--- src/rtl/gelu_pkg.sv ---
// Shared types, constants and the tanh breakpoint table for the GELU/tanh activation unit.
// No dependencies; every other file in rtl/ refers to this package by scoped names.

package gelu_pkg;

	// Lane count and sample format (signed Q4.12)
	localparam int Lanes     = 4;
	localparam int DataW     = 16;
	localparam int MagW      = DataW + 1;     // |x| up to 32768
	localparam int NumStages = 7;             // lane pipeline depth

	// Piecewise-linear tanh table geometry
	localparam int TanhSeg     = 64;
	localparam int TanhSegHalf = TanhSeg / 2;
	localparam int SegW        = $clog2(TanhSeg);
	localparam int TabIdxW     = $clog2(TanhSeg + 1);
	localparam int UaFracW     = 14;          // |u| below 4.0 in Q12
	localparam int SegProdW    = UaFracW + SegW;
	localparam int TabW        = 16;          // Q15 magnitude, up to 1.0

	// Q20 constants: sqrt(2/pi) and the cubic coefficient
	localparam logic [19:0] KSqrtQ20  = 20'd836643;
	localparam logic [15:0] KCubicQ20 = 16'd46887;

	// Function select
	typedef enum logic {
		MODE_GELU = 1'b0,
		MODE_TANH = 1'b1
	} mode_t;

	// Per-stage load enables from the pipeline control
	typedef struct packed {
		logic [NumStages-1:0] ld;
		logic                 ld_out;
	} pipe_ctl_t;

	typedef logic [TabW-1:0]   tab_entry_t;
	typedef tab_entry_t [TanhSeg:0] tab_t;

	// Unsigned quotient by shift and subtract, used while building the table
	function automatic logic [63:0] udiv64(input logic [63:0] num, input logic [63:0] den);
		logic [63:0] quo;
		logic [64:0] rem;
		quo = '0;
		rem = '0;
		for (int b = 63; b >= 0; b--) begin
			rem = {rem[63:0], num[b]};
			if (rem >= {1'b0, den}) begin
				rem    = rem - {1'b0, den};
				quo[b] = 1'b1;
			end
		end
		return quo;
	endfunction

	// Breakpoints of |tanh| in Q15 at u = 4*k/TanhSeg.
	// tanh(u) = (1-z)/(1+z) with z = exp(-2u), z from a Q30 series raised to the eighth power by squaring.
	// Evaluated at elaboration only.
	function automatic tab_t build_tanh_tab();
		tab_t                tab;
		logic [63:0]         f;
		logic [63:0]         term;
		logic [63:0]         z;
		logic signed [63:0]  sum;
		int unsigned         k;
		int unsigned         j;
		int unsigned         s;
		tab = '0;
		for (k = 0; k <= TanhSeg; k++) begin
			f    = udiv64((64'(k) << 30) + 64'(TanhSegHalf), 64'(TanhSeg));
			// exp(-f) by Taylor series, each term floored
			sum  = 64'sd1 <<< 30;
			term = 64'd1 << 30;
			for (j = 1; j <= 24; j++) begin
				term = udiv64((term * f) >> 30, 64'(j));
				if (j[0]) begin
					sum = sum - $signed(term);
				end else begin
					sum = sum + $signed(term);
				end
			end
			if (sum < 0) begin
				sum = 0;
			end
			if (sum > (64'sd1 <<< 30)) begin
				sum = 64'sd1 <<< 30;
			end
			z = 64'(sum);
			// z^8 by three rounded squarings
			for (s = 0; s < 3; s++) begin
				z = (z * z + (64'd1 << 29)) >> 30;
			end
			if (z > (64'd1 << 30)) begin
				z = 64'd1 << 30;
			end
			tab[k] = TabW'(udiv64(((64'd1 << 30) - z) * 64'd65536 + ((64'd1 << 30) + z),
				64'd2 * ((64'd1 << 30) + z)));
		end
		return tab;
	endfunction

endpackage

--- src/rtl/gelu_ctl.sv ---
// Pipeline control: per-stage valid bits, back-pressure chain and the end-of-vector flag.
// Depends on gelu_pkg for the stage count and the control struct.

module gelu_ctl (
	input  logic                 clk,
	input  logic                 arst_n,
	input  logic                 in_valid,
	output logic                 in_stall,
	input  logic                 last_in,
	output logic                 out_valid,
	input  logic                 out_stall,
	output logic                 last_out,
	output gelu_pkg::pipe_ctl_t  ctl
);

	localparam int N = gelu_pkg::NumStages;

	logic [N-1:0] vld_q;
	logic [N-1:0] lst_q;
	logic         out_vld_q;
	logic         out_lst_q;
	logic [N:0]   rdy;

	// A stage may load when it is empty or its successor loads this cycle
	always_comb begin
		rdy[N] = !out_vld_q || !out_stall;
		for (int k = N - 1; k >= 0; k--) begin
			rdy[k] = !vld_q[k] || rdy[k+1];
		end
	end

	assign ctl.ld     = rdy[N-1:0];
	assign ctl.ld_out = rdy[N];
	assign in_stall   = !rdy[0];

	// Valid bits
	always_ff @(posedge clk or negedge arst_n) begin
		if (!arst_n) begin
			vld_q     <= '0;
			out_vld_q <= 1'b0;
		end else begin
			if (rdy[0]) begin
				vld_q[0] <= in_valid;
			end
			for (int k = 1; k < N; k++) begin
				if (rdy[k]) begin
					vld_q[k] <= vld_q[k-1];
				end
			end
			if (rdy[N]) begin
				out_vld_q <= vld_q[N-1];
			end
		end
	end

	// End-of-vector flag rides along with the beat
	always_ff @(posedge clk) begin
		if (rdy[0]) begin
			lst_q[0] <= last_in;
		end
		for (int k = 1; k < N; k++) begin
			if (rdy[k]) begin
				lst_q[k] <= lst_q[k-1];
			end
		end
		if (rdy[N]) begin
			out_lst_q <= lst_q[N-1];
		end
	end

	assign out_valid = out_vld_q;
	assign last_out  = out_lst_q;

endmodule

--- config.mk ---
export PLATFORM = sky130hd
export DESIGN_NAME = gelu_ctl
export DESIGN_NICKNAME = d
export VERILOG_FILES = /design/src/rtl/gelu_pkg.sv /design/src/rtl/gelu_ctl.sv
export SDC_FILE = /design/constraint.sdc
export NUM_CORES = 1
export LEC_CHECK = 0
export ABC_AREA = 1
export BUFFER_PORTS_ARGS = -buffer_cell sky130_fd_sc_hd__buf_2
export CAP_MARGIN = 20
export CORE_AREA = 2 2 39 41
export CTS_CLUSTER_SIZE = 10
export DETAILED_ROUTE_END_ITERATION = 7
export DIE_AREA = 0 0 41 43
export GPL_TIMING_DRIVEN = 0
export PLACE_DENSITY_LB_ADDON = 0.12
export SLEW_MARGIN = 20
export SYNTH_ARGS = -nofsm -noshare
export SYNTH_HDL_FRONTEND = slang
export SYNTH_SLANG_ARGS = --single-unit
--- constraint.sdc ---
create_clock -name clk -period 1.5 [get_ports clk]
set_clock_uncertainty 0.15 [all_clocks]
set_input_delay 0.075 -clock clk [delete_from_list [all_inputs] [get_ports clk]]
set_output_delay 0.075 -clock clk [all_outputs]
set_load 0.01 [all_outputs]
* After elaboration in Yosys (flattened, before gate mapping) *
Cells that the tools add are included.

storage, ports and cells
  flip-flop bits (word level) = 16
  input port bits = 5
  output and inout port bits = 11
  logic and storage cells = 34

cells by class
  reduce and logical (&&, ||, !) cells = 18

operator list
  cell               count
  logical NOT 1 bit  10
  logical OR 1 bit   8

* Depth between registers and ports, before layout *
  depth in word-level cells = 10
  mapped depth = 6
  mapped depth without buffers = 6

* Least setup slack after synthesis *
OpenSTA, ideal clock, no wires.

  kind = flip-flop to flip-flop
  start point = reg out_vld_q, in the netlist out_valid
  end point = reg lst_q[1] (enable)
  library setup time = 273 ps
  data arrival time = 1022 ps
  data required time = 1077 ps
  slack = 55 ps
  stages on the path, launching flop included = 6
  buffers on the path = 0
  period minus slack after synthesis = 1445 ps
  path through = dfrtp_1 > nand2_2 > nor2_4 > nand4_4 > nor2_4 > nand2_1

RTL lines
  what                             RTL line        text
  from (decl)                      gelu_ctl.sv:20  logic out_vld_q;
  from (signal assigned)           gelu_ctl.sv:51  out_vld_q <= vld_q[N-1];
  to (signal, indexed assignment)  gelu_ctl.sv:63  lst_q[k] <= lst_q[k-1];
  to (decl)                        gelu_ctl.sv:19  logic [N-1:0] lst_q;

* Worst setup path in the final report *
  start point = reg out_vld_q, in the netlist out_valid
  end point = out in_stall

between the ends
  cells in the longest elaborated chain, start to end = 10

ends and longest elaborated chain
  what                           RTL line        text
  logical NOT 1 bit              gelu_ctl.sv:26  rdy[N] = !out_vld_q || !out_stall;
  logical OR 1 bit               gelu_ctl.sv:26
  logical OR 1 bit (7 in a row)  gelu_ctl.sv:28  rdy[k] = !vld_q[k] || rdy[k+1];
  logical NOT 1 bit              gelu_ctl.sv:34  assign in_stall = !rdy[0];
  to (decl)                      gelu_ctl.sv:8   output logic in_stall,

Every way passes these cells.

==> run_results.csv <==
group,metric,value,unit
status,status,"complete, but fails checks",
status,violations,"setup timing",
placed_design,dp.cells,73,
routing,avgRoutedWirePerCell,11.5,um
synthesis,fraction_of_the_mapped_netlist_area_in_compound_gates,0,
synthesis,post_synth_mux_area_share,0,
routing,drt.antenna.violating_nets,0,
power,ir_drop_worst_case_vdd,0.566,mV
sta,rsz0062_at_grt,"true",
sta,timing_max_transition_violations_final,0,
sta,finalWorstSetupSlack,-84.0,ps
worst_setup_path,worst_setup_path_end_kind,"output pin",
final_layout,n_antenna_cell,0,
power,power_density,1420,nW/um^2
placed_design,count_of_buffers_inserted_at_the_top_level_ports,15,
worst_hold_path,worst_hold_path_type,"in2async",
sta,max_slew.worst_pin.slew,185,ps
clocking,clock_path_buffers,2,
final_layout,final_area,790,um^2
global_route,grt.overflow.total,0,
clocking,clk-insertion-delay-late,280,ps
routing,via_count,366,
global_route,grt_start_max_net_pins,10,
routing,detailedRoute.firstIterationViolations,0,
sta,fmax,631,MHz
worst_setup_path,critPathArrivalTime,1360,ps
power,power.static_leakage,0.375,nW
synthesis,syn_area,584,um^2
placed_design,finalWeightedCongestion,0.590,
placed_design,dp_hpwl,717,um
synthesis,synth.net_count,47,
synthesis,synthesized_area_per_cell,13.9,um^2
die,rows,14,
die,dieWidth,41,um
clocking,h_tree_levels,1,
clocking,cts_root_buffer,"sky130_fd_sc_hd__clkbuf_4",
global_route,grt_antenna_before_repair,0,
clocking,tritoncts_num_sinks,16,
global_route,first_global_vias,389,
clocking,cts_buffers,3,
die,die_height,43,um
die,io_pins,16,
clocking,tritoncts,"yes",
routing,detail_route.wirelength,963,um
die,start_util,0.422,
final_layout,finish.cell_count_without_fillers,84,
worst_setup_path,cp.required,1270,ps
synthesis,synth_sequential_area_ratio,0.754,
global_route,total_global_routing_track_utilization,0.144,
synthesis,synth-adder-area-share,0,
synthesis,ys_types,10,
synthesis,synth_xor_area_frac,0,
worst_setup_path,crit_fanout,4,
power,finalPower,1.12,mW
final_layout,n_fill_cell,129,
synthesis,main_combinational_cell_family_by_area_after_synthesis,"simple AND/OR/NAND/NOR gates",
sta,worst_hold_slack,12.9,ps
synthesis,synth.yosys.warnings,0,
worst_setup_path,worstSetupStartpointType,"register",
sta,timing.final.crit_share,1.06,
final_layout,drive_gt1_frac,0.471,
final_layout,area_growth,35.1,%
routing,detail_route.vias_per_cell,4.36,
synthesis,synth-simple-area-share,0.182,
routing,drt_pre_antenna_iters,1,
sta,min_period,1580,ps
sta,finalHoldViolations,0,
routing,drc_errors,0,
die,dieArea,1760,um^2
clocking,clk_pin_slew_worst_paths,100,ps
final_layout,nets,74,
worst_setup_path,timing_worst_setup_path_type,"reg2out",
sta,max_slew_margin,0.877,
flow_run,max-cap-violations,0,
sta,finalSetupViolCount,5,
global_route,grt_first_pass_wirelength,1600,um
synthesis,synth.ff_latch_count,16,
die,floorplan.core_area,1380,um^2
placed_design,placedInstanceArea,679,um^2
synthesis,post_synth_inst_count,42,
==> per-layer routing <==
layer  up-vias  global-route usage  share of wire
li1        180                   -              -
met3         2              0.0471          0.064
met1       170               0.152           0.39
met4         0              0.0600         0.0042
met2        14               0.244           0.54
met5         -                   0              0
==> synth_stat cells (all sizes together) <==
| cell type | instances | area share |
|---|---|---|
| nand3 | 1 | 0.017 |
| nor2 | 3 | 0.045 |
| edfxtp | 8 | 0.41 |
| nand4 | 1 | 0.036 |
| or2 | 2 | 0.021 |
| dfrtp | 8 | 0.34 |
| inv | 10 | 0.064 |
| nand2 | 9 | 0.062 |
==> flip-flops by register name (all words and copies together), names as in the netlist <==
signal     cells
lst_q          7
last_out       1
out_valid      1
vld_q          7
==> repair_timing <==
| item | 4_1_cts | 5_1_grt |
|---|---|---|
| hold endpoints to repair | 10 | 0 |
| gates resized for setup | 1 | 3 |
| pin swaps | 3 | 2 |
| hold buffers | 3 | 0 |
| buffers inserted | 3 | 1 |
| endpoints found under the setup margin | 6 | 8 |
==> cell families after synthesis <==
| kind of cell | after synthesis |
|---|---|
| flops | 16 |
| simple gates | 16 |
| buf+inv | 10 |
==> path summary, 6_finish.rpt <==
path | from | slack (ps) | depth (start not counted) | endpoint
min reg2reg | lst_q[4] | 280 | 0 | lst_q[5]
max reg2reg | out_valid | 80 | 6 | lst_q[0]
max | out_valid | -80 | 7 | in_stall
max in group asynchronous | arst_n | 1010 | 2 | vld_q[5]
min in group clk | out_stall | 20 | 4 | out_valid
min | arst_n | 10 | 2 | vld_q[1]
==> per-stage QoR <==
| step | setup WS (ps) | setup TNS, ps | util |
|---|---|---|---|
| 5_1_grt | -213 | -1180 | 0.571 |
| 3_3_place_gp | 148 | 0 | 0.491 |
| 3_5_place_dp | 123 | 0 | 0.491 |
| 6_report | -84.0 | -296 | 0.571 |
| 2_1_floorplan | 55.1 | 0 | - |
| 4_1_cts | -153 | -637 | 0.557 |
==> worst max-delay path, cell delays in order (launching register included) <==
cell and delay [ps]:
sky130_fd_sc_hd__dfrtp_1 370, sky130_fd_sc_hd__nand2_2 80, sky130_fd_sc_hd__nor2_4 110, sky130_fd_sc_hd__nand4_4 100
sky130_fd_sc_hd__nor2_4 130, sky130_fd_sc_hd__nand3_2 100, sky130_fd_sc_hd__inv_1 60, sky130_fd_sc_hd__buf_2 120
==> power by group <==
| group | switching, mW | leakage (nW) | internal (mW) |
|---|---|---|---|
| clock network | 0.129 | 0.0210 | 0.147 |
| registers | 0.0439 | 0.165 | 0.568 |
| logic | 0.129 | 0.189 | 0.105 |
==> layout by cell type, fill, tap and decap left out <==
cell,synthesis,final
sky130_fd_sc_hd__nand2_1,8,8
sky130_fd_sc_hd__buf_2,0,14
sky130_fd_sc_hd__inv_2,0,1
sky130_fd_sc_hd__nand3_2,1,1
sky130_fd_sc_hd__buf_4,0,4
sky130_fd_sc_hd__dlygate4sd3_1,0,3
sky130_fd_sc_hd__dfrtp_1,8,8
sky130_fd_sc_hd__or2_2,2,2
sky130_fd_sc_hd__buf_6,0,1
sky130_fd_sc_hd__inv_1,10,9
sky130_fd_sc_hd__nor2_4,2,3
sky130_fd_sc_hd__clkbuf_4,0,3
sky130_fd_sc_hd__edfxtp_1,8,8
sky130_fd_sc_hd__clkbuf_8,0,1
sky130_fd_sc_hd__nand4_4,1,1
sky130_fd_sc_hd__nand2_2,1,1
==> final cells by class <==
class / instances / area (um^2) / area share
flip-flops and latches: 16 / 440 / 0.558
repair buffers: 22 / 141 / 0.179
multi-input cells: 16 / 114 / 0.144
inverters: 10 / 37.5 / 0.0475
well taps: 16 / 20.0 / 0.0254
clock buffers: 4 / 36.3 / 0.0460
(Power assumes the default switching activity.)
