[src/rtl/gelu_pkg.sv]
// Shared types, constants and the tanh breakpoint table for the GELU/tanh activation unit.
// No dependencies; every other file in rtl/ refers to this package by scoped names.

package gelu_pkg;

	// Lane count and sample format (signed Q4.12)
	localparam int Lanes     = 4;
	localparam int DataW     = 16;
	localparam int MagW      = DataW + 1;     // |x| up to 32768
	localparam int NumStages = 7;             // lane pipeline depth

	// Piecewise-linear tanh table geometry
	localparam int TanhSeg     = 64;
	localparam int TanhSegHalf = TanhSeg / 2;
	localparam int SegW        = $clog2(TanhSeg);
	localparam int TabIdxW     = $clog2(TanhSeg + 1);
	localparam int UaFracW     = 14;          // |u| below 4.0 in Q12
	localparam int SegProdW    = UaFracW + SegW;
	localparam int TabW        = 16;          // Q15 magnitude, up to 1.0

	// Q20 constants: sqrt(2/pi) and the cubic coefficient
	localparam logic [19:0] KSqrtQ20  = 20'd836643;
	localparam logic [15:0] KCubicQ20 = 16'd46887;

	// Function select
	typedef enum logic {
		MODE_GELU = 1'b0,
		MODE_TANH = 1'b1
	} mode_t;

	// Per-stage load enables from the pipeline control
	typedef struct packed {
		logic [NumStages-1:0] ld;
		logic                 ld_out;
	} pipe_ctl_t;

	typedef logic [TabW-1:0]   tab_entry_t;
	typedef tab_entry_t [TanhSeg:0] tab_t;

	// Unsigned quotient by shift and subtract, used while building the table
	function automatic logic [63:0] udiv64(input logic [63:0] num, input logic [63:0] den);
		logic [63:0] quo;
		logic [64:0] rem;
		quo = '0;
		rem = '0;
		for (int b = 63; b >= 0; b--) begin
			rem = {rem[63:0], num[b]};
			if (rem >= {1'b0, den}) begin
				rem    = rem - {1'b0, den};
				quo[b] = 1'b1;
			end
		end
		return quo;
	endfunction

	// Breakpoints of |tanh| in Q15 at u = 4*k/TanhSeg.
	// tanh(u) = (1-z)/(1+z) with z = exp(-2u), z from a Q30 series raised to the eighth power by squaring.
	// Evaluated at elaboration only.
	function automatic tab_t build_tanh_tab();
		tab_t                tab;
		logic [63:0]         f;
		logic [63:0]         term;
		logic [63:0]         z;
		logic signed [63:0]  sum;
		int unsigned         k;
		int unsigned         j;
		int unsigned         s;
		tab = '0;
		for (k = 0; k <= TanhSeg; k++) begin
			f    = udiv64((64'(k) << 30) + 64'(TanhSegHalf), 64'(TanhSeg));
			// exp(-f) by Taylor series, each term floored
			sum  = 64'sd1 <<< 30;
			term = 64'd1 << 30;
			for (j = 1; j <= 24; j++) begin
				term = udiv64((term * f) >> 30, 64'(j));
				if (j[0]) begin
					sum = sum - $signed(term);
				end else begin
					sum = sum + $signed(term);
				end
			end
			if (sum < 0) begin
				sum = 0;
			end
			if (sum > (64'sd1 <<< 30)) begin
				sum = 64'sd1 <<< 30;
			end
			z = 64'(sum);
			// z^8 by three rounded squarings
			for (s = 0; s < 3; s++) begin
				z = (z * z + (64'd1 << 29)) >> 30;
			end
			if (z > (64'd1 << 30)) begin
				z = 64'd1 << 30;
			end
			tab[k] = TabW'(udiv64(((64'd1 << 30) - z) * 64'd65536 + ((64'd1 << 30) + z),
				64'd2 * ((64'd1 << 30) + z)));
		end
		return tab;
	endfunction

endpackage

[src/rtl/gelu_lane.sv]
// One activation lane: seven-stage pipeline computing GELU (tanh form) or tanh of one sample.
// Depends on gelu_pkg for formats, constants, the tanh table and the control struct.

module gelu_lane (
	input  logic                          clk,
	input  gelu_pkg::pipe_ctl_t           ctl,
	input  gelu_pkg::mode_t               mode,
	input  logic signed [gelu_pkg::DataW-1:0] x,
	output logic [gelu_pkg::DataW-1:0]    y
);

	localparam int MW  = gelu_pkg::MagW;
	localparam int DW  = gelu_pkg::DataW;
	localparam int SW  = gelu_pkg::SegW;
	localparam int TIW = gelu_pkg::TabIdxW;
	localparam int PW  = gelu_pkg::SegProdW;
	localparam int FW  = gelu_pkg::UaFracW;
	localparam int TW  = gelu_pkg::TabW;

	localparam gelu_pkg::tab_t TanhTab = gelu_pkg::build_tanh_tab();

	// Stage 1: magnitude and square
	logic [MW-1:0]     a_in;
	logic [2*MW-1:0]   sq_c;
	logic [MW-1:0]     a_s1;
	logic              neg_s1;
	gelu_pkg::mode_t   mode_s1;
	logic [30:0]       sq_s1;

	assign a_in = x[DW-1] ? (17'h10000 - {1'b0, x}) : {1'b0, x};
	assign sq_c = {{MW{1'b0}}, a_in} * {{MW{1'b0}}, a_in};

	always_ff @(posedge clk) begin
		if (ctl.ld[0]) begin
			a_s1    <= a_in;
			neg_s1  <= x[DW-1];
			mode_s1 <= mode;
			sq_s1   <= sq_c[30:0];
		end
	end

	// Stage 2: cube
	logic [47:0]       cube_c;
	logic [MW-1:0]     a_s2;
	logic              neg_s2;
	gelu_pkg::mode_t   mode_s2;
	logic [45:0]       a3_s2;

	assign cube_c = {17'd0, sq_s1} * {31'd0, a_s1};

	always_ff @(posedge clk) begin
		if (ctl.ld[1]) begin
			a_s2    <= a_s1;
			neg_s2  <= neg_s1;
			mode_s2 <= mode_s1;
			a3_s2   <= cube_c[45:0];
		end
	end

	// Stage 3: cubic term, x + 0.044715*x^3
	logic [61:0]       cub_p;
	logic [MW-1:0]     cub_c;
	logic [MW-1:0]     a_s3;
	logic              neg_s3;
	gelu_pkg::mode_t   mode_s3;
	logic [MW:0]       sum_s3;

	assign cub_p = {16'd0, a3_s2} * {46'd0, gelu_pkg::KCubicQ20} + (62'd1 << 43);
	assign cub_c = cub_p[60:44];

	always_ff @(posedge clk) begin
		if (ctl.ld[2]) begin
			a_s3    <= a_s2;
			neg_s3  <= neg_s2;
			mode_s3 <= mode_s2;
			sum_s3  <= {1'b0, a_s2} + {1'b0, cub_c};
		end
	end

	// Stage 4: tanh argument, segment index and offset
	logic [37:0]       arg_p;
	logic [MW-1:0]     ua_c;
	logic [PW-1:0]     seg_p;
	logic [MW-1:0]     a_s4;
	logic              neg_s4;
	gelu_pkg::mode_t   mode_s4;
	logic              sat_s4;
	logic [SW-1:0]     idx_s4;
	logic [FW-1:0]     rem_s4;

	assign arg_p = {20'd0, sum_s3} * {18'd0, gelu_pkg::KSqrtQ20} + (38'd1 << 19);
	assign ua_c  = (mode_s3 == gelu_pkg::MODE_TANH) ? a_s3 : arg_p[36:20];
	assign seg_p = PW'(ua_c[FW-1:0]) * PW'(gelu_pkg::TanhSeg);

	always_ff @(posedge clk) begin
		if (ctl.ld[3]) begin
			a_s4    <= a_s3;
			neg_s4  <= neg_s3;
			mode_s4 <= mode_s3;
			sat_s4  <= (ua_c >= (17'd1 << FW));
			idx_s4  <= seg_p[PW-1:FW];
			rem_s4  <= seg_p[FW-1:0];
		end
	end

	// Stage 5: table lookup of the segment end points
	logic [TIW-1:0]    lo_idx;
	logic [TIW-1:0]    hi_idx;
	logic [TW-1:0]     lo_c;
	logic [TW-1:0]     hi_c;
	logic [MW-1:0]     a_s5;
	logic              neg_s5;
	gelu_pkg::mode_t   mode_s5;
	logic              sat_s5;
	logic [FW-1:0]     rem_s5;
	logic [TW-1:0]     lo_s5;
	logic [TW-1:0]     d_s5;

	assign lo_idx = TIW'(idx_s4);
	assign hi_idx = lo_idx + TIW'(1);
	assign lo_c   = TanhTab[lo_idx];
	assign hi_c   = TanhTab[hi_idx];

	always_ff @(posedge clk) begin
		if (ctl.ld[4]) begin
			a_s5    <= a_s4;
			neg_s5  <= neg_s4;
			mode_s5 <= mode_s4;
			sat_s5  <= sat_s4;
			rem_s5  <= rem_s4;
			lo_s5   <= lo_c;
			d_s5    <= (hi_c > lo_c) ? (hi_c - lo_c) : '0;
		end
	end

	// Stage 6: linear interpolation, |tanh| in Q15
	logic [30:0]       interp_p;
	logic [TW-1:0]     t_c;
	logic [MW-1:0]     a_s6;
	logic              neg_s6;
	gelu_pkg::mode_t   mode_s6;
	logic [TW-1:0]     t_s6;

	assign interp_p = {15'd0, d_s5} * {17'd0, rem_s5} + 31'd8192;
	assign t_c      = sat_s5 ? 16'h8000 : (lo_s5 + interp_p[29:14]);

	always_ff @(posedge clk) begin
		if (ctl.ld[5]) begin
			a_s6    <= a_s5;
			neg_s6  <= neg_s5;
			mode_s6 <= mode_s5;
			t_s6    <= t_c;
		end
	end

	// Stage 7: output scaling, saturation and sign
	logic [MW-1:0]     fac_c;
	logic [33:0]       gp_c;
	logic [MW-1:0]     t4_c;
	logic [MW:0]       mag_c;
	logic [MW-1:0]     cap_c;
	logic [MW-1:0]     negv_c;
	logic [DW-1:0]     y_s7;

	assign fac_c  = neg_s6 ? (17'h08000 - {1'b0, t_s6}) : (17'h08000 + {1'b0, t_s6});
	assign gp_c   = {17'd0, a_s6} * {17'd0, fac_c} + 34'd32768;
	assign t4_c   = {1'b0, t_s6} + 17'd4;
	assign mag_c  = (mode_s6 == gelu_pkg::MODE_TANH) ? (MW + 1)'(t4_c[MW-1:3]) : gp_c[33:16];

	always_comb begin
		if (!neg_s6 && (mag_c > 18'd32767)) begin
			cap_c = 17'd32767;
		end else if (neg_s6 && (mag_c > 18'd32768)) begin
			cap_c = 17'd32768;
		end else begin
			cap_c = mag_c[MW-1:0];
		end
	end

	assign negv_c = 17'h10000 - cap_c;

	always_ff @(posedge clk) begin
		if (ctl.ld[6]) begin
			y_s7 <= neg_s6 ? negv_c[DW-1:0] : cap_c[DW-1:0];
		end
	end

	assign y = y_s7;

endmodule

[config.mk]
export PLATFORM = sky130hd
export DESIGN_NAME = gelu_lane
export DESIGN_NICKNAME = d
export VERILOG_FILES = /design/src/rtl/gelu_pkg.sv /design/src/rtl/gelu_lane.sv
export SDC_FILE = /design/constraint.sdc
export NUM_CORES = 2
export LEC_CHECK = 0
export BUFFER_PORTS_ARGS = -buffer_cell sky130_fd_sc_hd__buf_4
export CELL_PAD_IN_SITES_DETAIL_PLACEMENT = 0
export CELL_PAD_IN_SITES_GLOBAL_PLACEMENT = 1
export CORE_UTILIZATION = 45
export CTS_CLUSTER_DIAMETER = 40
export DETAILED_ROUTE_END_ITERATION = 12
export PLACE_DENSITY_LB_ADDON = 0.1
export SLEW_MARGIN = 0
export SYNTH_ARGS = -nofsm -noshare
export SYNTH_HDL_FRONTEND = slang
export SYNTH_SLANG_ARGS = --single-unit
export TNS_END_PERCENT = 20
[constraint.sdc]
create_clock -name clk -period 26.2 [get_ports clk]
set_clock_uncertainty 0.2 [all_clocks]
set_input_delay 7.86 -clock clk [delete_from_list [all_inputs] [get_ports clk]]
set_output_delay 7.86 -clock clk [all_outputs]
set_load 0.02 [all_outputs]
# After elaboration in Yosys (flattened, before gate mapping)
# Memory sizes are Yosys's and may differ from the RTL's. A register that Yosys moved wholly into a read port is not among the register bits.
# Index checks and enable logic that the tools add are counted.
[classes]
add_sub_neg = 13
n_mul = 6
magnitude_cmp = 6
muxes = 10
n_reduce_logical = 3
[ops]
columns = ["operator", "count"]
rows = [
  ["$mux W16", 5],
  ["$add A61 B44 Y61 const B", 1],
  ["$mul A46 B16 Y61 const B", 1],
  ["$mux W17", 3],
  ["$mul A31 B17 Y46", 1],
  ["$add A37 B20 Y37 const B", 1],
  ["$mul A18 B20 Y37 const B", 1],
  ["$add A34 B16 Y34 const B", 1],
  ["$mul A17 B17 Y34", 1],
  ["$mul A17 B17 Y31", 1],
  ["$add A30 B14 Y30 const B", 1],
  ["$mul A16 B8 Y24", 1],
  ["$add A17 B17 Y18", 1],
  ["$gt A18 B15 Y1 const B", 1],
  ["$gt A18 B16 Y1 const B", 1],
  ["$mux W18", 1],
  ["$add A16 B16 Y17 const A", 1],
  ["$add A16 B3 Y17 const B", 1],
  ["$ge A17 B15 Y1 const B", 1],
  ["$sub A16 B16 Y17 const A", 1],
  ["$sub A17 B16 Y17 const A", 1],
  ["$add A16 B16 Y16", 1],
  ["$gt A16 B16 Y1", 1],
  ["$sub A1 B16 Y16 const A", 1],
  ["other kinds (7)", 8],
]
[totals]
ff_bits = 297
rom_bits = 3072
out_inout_bits = 16
wordCells = 70
mem_count = 2
[mem_list]
columns = ["name", "depth", "word_bits", "read_ports", "rd_ports_with_merged_regs", "wr", "line", "source"]
rows = [
  ["(name not given)", 128, 16, 1, 0, 0, "gelu_lane.sv:122", "assign hi_c = TanhTab[hi_idx];"],
  ["(name not given)", 64, 16, 1, 1, 0, "gelu_lane.sv:121", "assign lo_c = TanhTab[lo_idx];"],
]

# Longest topological paths before layout
[logic_depth]
word_depth = 11
mapped_depth = 42
ltp_nobuf = 39

# Worst setup path after synthesis
# OpenSTA, ideal clock, no wires.
[synth_timing]
path_type = "input-to-reg"
startpoint = "input port x[2] (netlist bit)"
endpoint = "register sq_s1[30] (data pin)"
arrival_time_ns = 14.889
required_time_ns = 25.740
path_slack_ns = 10.851
stages = 25
path_buffers = 0
cell_sequence = "or4_1 > or4_1 > o41a_1 > xnor2_1 > clkinv_1 > nand2_1 > inv_1 > fa_1 > inv_1 > fa_1 > inv_1 > fa_1 > inv_1 > fa_1 > fa_1 > inv_1 > fa_1 > ha_1 > nand3_1 > a211oi_1 > o31ai_1 > o2111ai_1 > a311o_1 > a21oi_1 > xnor2_1"
[synth_via]
elab_chain_cells = 3
[synth_rtl]
columns = ["item", "line", "source"]
rows = [
  ["from (decl)", "gelu_lane.sv:8", "input logic signed [gelu_pkg::DataW-1:0] x,"],
  ["$sub A17 B16 Y17", "gelu_lane.sv:30", "assign a_in = x[DW-1] ? (17'h10000 - {1'b0, x}) : {1'b0, x};"],
  ["$mux W17", "gelu_lane.sv:30", ""],
  ["via a_in[14]", "gelu_lane.sv:23", "logic [MW-1:0] a_in;"],
  ["$mul A17 B17 Y31", "gelu_lane.sv:31", "assign sq_c = {{MW{1'b0}}, a_in} * {{MW{1'b0}}, a_in};"],
  ["via sq_c[30]", "gelu_lane.sv:24", "logic [2*MW-1:0] sq_c;"],
  ["to (signal assigned)", "gelu_lane.sv:38", "sq_s1 <= sq_c[30:0];"],
  ["to (decl)", "gelu_lane.sv:28", "logic [30:0] sq_s1;"],
]
# The timed path passes the listed nets, and every way through them passes these cells.
# A chain may end at the register's enable or synchronous reset.

# Worst setup path after layout
[layout_timing]
startpoint = "input port x[0] (netlist bit)"
endpoint = "register sq_s1[27] (data pin)"
# Same word-level chain as after synthesis.

==> flow_summary.json <==
{
  "dieArea_mm2": 0.1574,
  "ys_types": 90,
  "grt_pass1_vias": 51995,
  "synth_cells": 7353,
  "cpMostUsedCell": "fa_1",
  "tns_ns": 0,
  "cts_buffers": 61,
  "layout-drive-gt1-share_pct": 3.927,
  "yosys.area.top_type_share_pct": 38.03,
  "place.gp.congestion": 0.8888,
  "drv_slew": 0,
  "die_w_um": 396.7,
  "die_h_um": 396.7,
  "grt_usage_pct": 23.02,
  "row_count": 144,
  "clockRootBuffer": "clkbuf_16",
  "yosysSeqAreaShare_pct": 12.98,
  "crit_type": "input pin to flip-flop",
  "synth_edf_count": 293,
  "io_buffers": 40,
  "cts_resized": 0,
  "max_freq_ghz": 0.06036,
  "dp_hpwl_um": 142100,
  "dp.cells": 9338,
  "vias": 48528,
  "cp_max_fo": 15,
  "dr.pass1.iters": 6,
  "core_area_mm2": 0.1544,
  "tightest_slew_ns": 1.106,
  "via_per_inst": 5.133,
  "drt_iter0_drc": 2661,
  "min_period_ns": 16.57,
  "rsz0062_at_grt": "false",
  "yosys_warnings": 0,
  "clk_path_buf_depth": 3,
  "relSlewSlack_pct": 26.02,
  "hold_class": "flip-flop to flip-flop",
  "cpPeakStageDelay_ns": 0.88,
  "yosysTopAreaCell": "fa_1",
  "arrival_ns": 16.78,
  "grt_overflow_total": 0,
  "antenna_cells": 0,
  "drc": 0,
  "ys_seq_elements": 308,
  "fin_cells": 9454,
  "ant_nets": 0,
  "post_cts_buffers": 0,
  "timing.critical_path.buf_inv": 7,
  "clock_sinks": 308,
  "hold-worst-slack_ns": 0.2161,
  "worstSetupEndpointType": "flip-flop",
  "antenna_found_initial": 8,
  "setup_viol": 0,
  "critPathLaunchType": "input pin",
  "syn_area_per_cell_um2": 9.535,
  "path_clk_slew_ns": 0.06,
  "worstPathRequired_ns": 26.42,
  "cp_top_family": "adder cells",
  "start_util_pct": 45.40,
  "netlist_area_mm2": 0.07011,
  "ios": 42,
  "cts_tree": "built",
  "clock_latency_ns": 0.67,
  "hold_violations": 0,
  "synth.most_common_cell": "inv_1",
  "area_growth_pct": 7.255,
  "grt_pass1_wl_um": 286500,
  "grt_max_degree": 65,
  "ys_async_sr_fraction_pct": 0,
  "netlist_top_cells_count": "inv_1, fa_1, ha_1, nand2_1, and2_1",
  "r2r_setup_slack_ns": 14.92,
  "routed_wl_um": 173400,
  "h-tree-depth": 2,
  "slowest_stage": "xor2_1",
  "period_share_pct": 63.23,
  "wl_per_cell_um": 18.34,
  "ys_top_cells_by_area": "fa_1, ha_1, edfxtp_1",
  "finalNetCount": 9601,
  "synth_ff_type": "edfxtp_1",
  "hold_buffers": 0,
  "timing.max_cap.violations": 0,
  "status": "complete, no violations"
}
==> layout make-up <==
class | count | area, µm²
tap | 2044 | 2557
clock buffer | 63 | 1555
timing repair buffer | 128 | 960.9
clock inverter | 53 | 670.6
sequential | 308 | 9099
multi-input combinational | 5090 | 53720
inverter | 1768 | 6636
fill | 14705 | 79210
==> layer usage <==
layer	GRT usage [%]	up-vias	wire length, µm
met5	0	-	0
met3	2.169	147	6932
li1	-	22905	-
met1	34.38	24629	85270
met4	3.247	0	2194
met2	36.94	847	78960
==> path summary, 6_finish.rpt <==
check                           depth (start not counted)                  start                  end
worst max-delay path                                   28                   x[0]  sq_s1[27]$_DFFE_PP_
worst min-delay path                                    0       neg_s2$_DFFE_PP_     neg_s3$_DFFE_PP_
worst max register to register                         38  t_s6[0]$_SDFFCE_PP0P_      y[12]$_DFFE_PP_
worst min register to register                          0       neg_s2$_DFFE_PP_     neg_s3$_DFFE_PP_
==> logic make-up after synthesis <==
kind of cell,after synthesis,share of synthesized area [%]
AOI/OAI and AO/OA,738,6.985
DFF,308,12.98
other,2,0.01071
xor gates and xnor gates,219,2.747
buffers and inverters,1995,10.69
and+or+nand+nor,1855,12.48
muxes,18,0.2641
adders and majority gates,2218,53.85
==> flip-flops by register name (all words and copies together) (netlist names), 17 cells and up <==
register	count
sum_s3	18
a_s6	17
a3_s2	45
a_s2	17
sq_s1	29
a_s4	17
a_s3	17
a_s5	17
a_s1	17
==> metrics by stage <==
stage | worst slack, ns | util [%] | instance area, µm²
6_report | 9.633 | 48.70 | 75190
5_1_grt | 9.206 | 48.70 | 75190
4_1_cts | 9.771 | 48.70 | 75190
3_5_place_dp | 9.059 | 47.26 | 72970
3_3_place_gp | 9.138 | 47.26 | 72970
2_1_floorplan | 10.85 | - | 70260
==> cells in the final DEF, fill, tap and decap left out, types with 69 or more instances in the layout <==
master	n
xnor2_1	151
nand3_1	77
nor2_1	261
edfxtp_1	293
nor3_1	82
ha_1	886
a21oi_1	206
o21ai_0	126
fa_1	1332
inv_1	1757
a21o_1	69
nand2_1	844
buf_4	128
and2_1	334
Power is left out: the tool's default activity adds up to more than one toggle a clock period on the data nets, which glitch-free logic cannot reach.
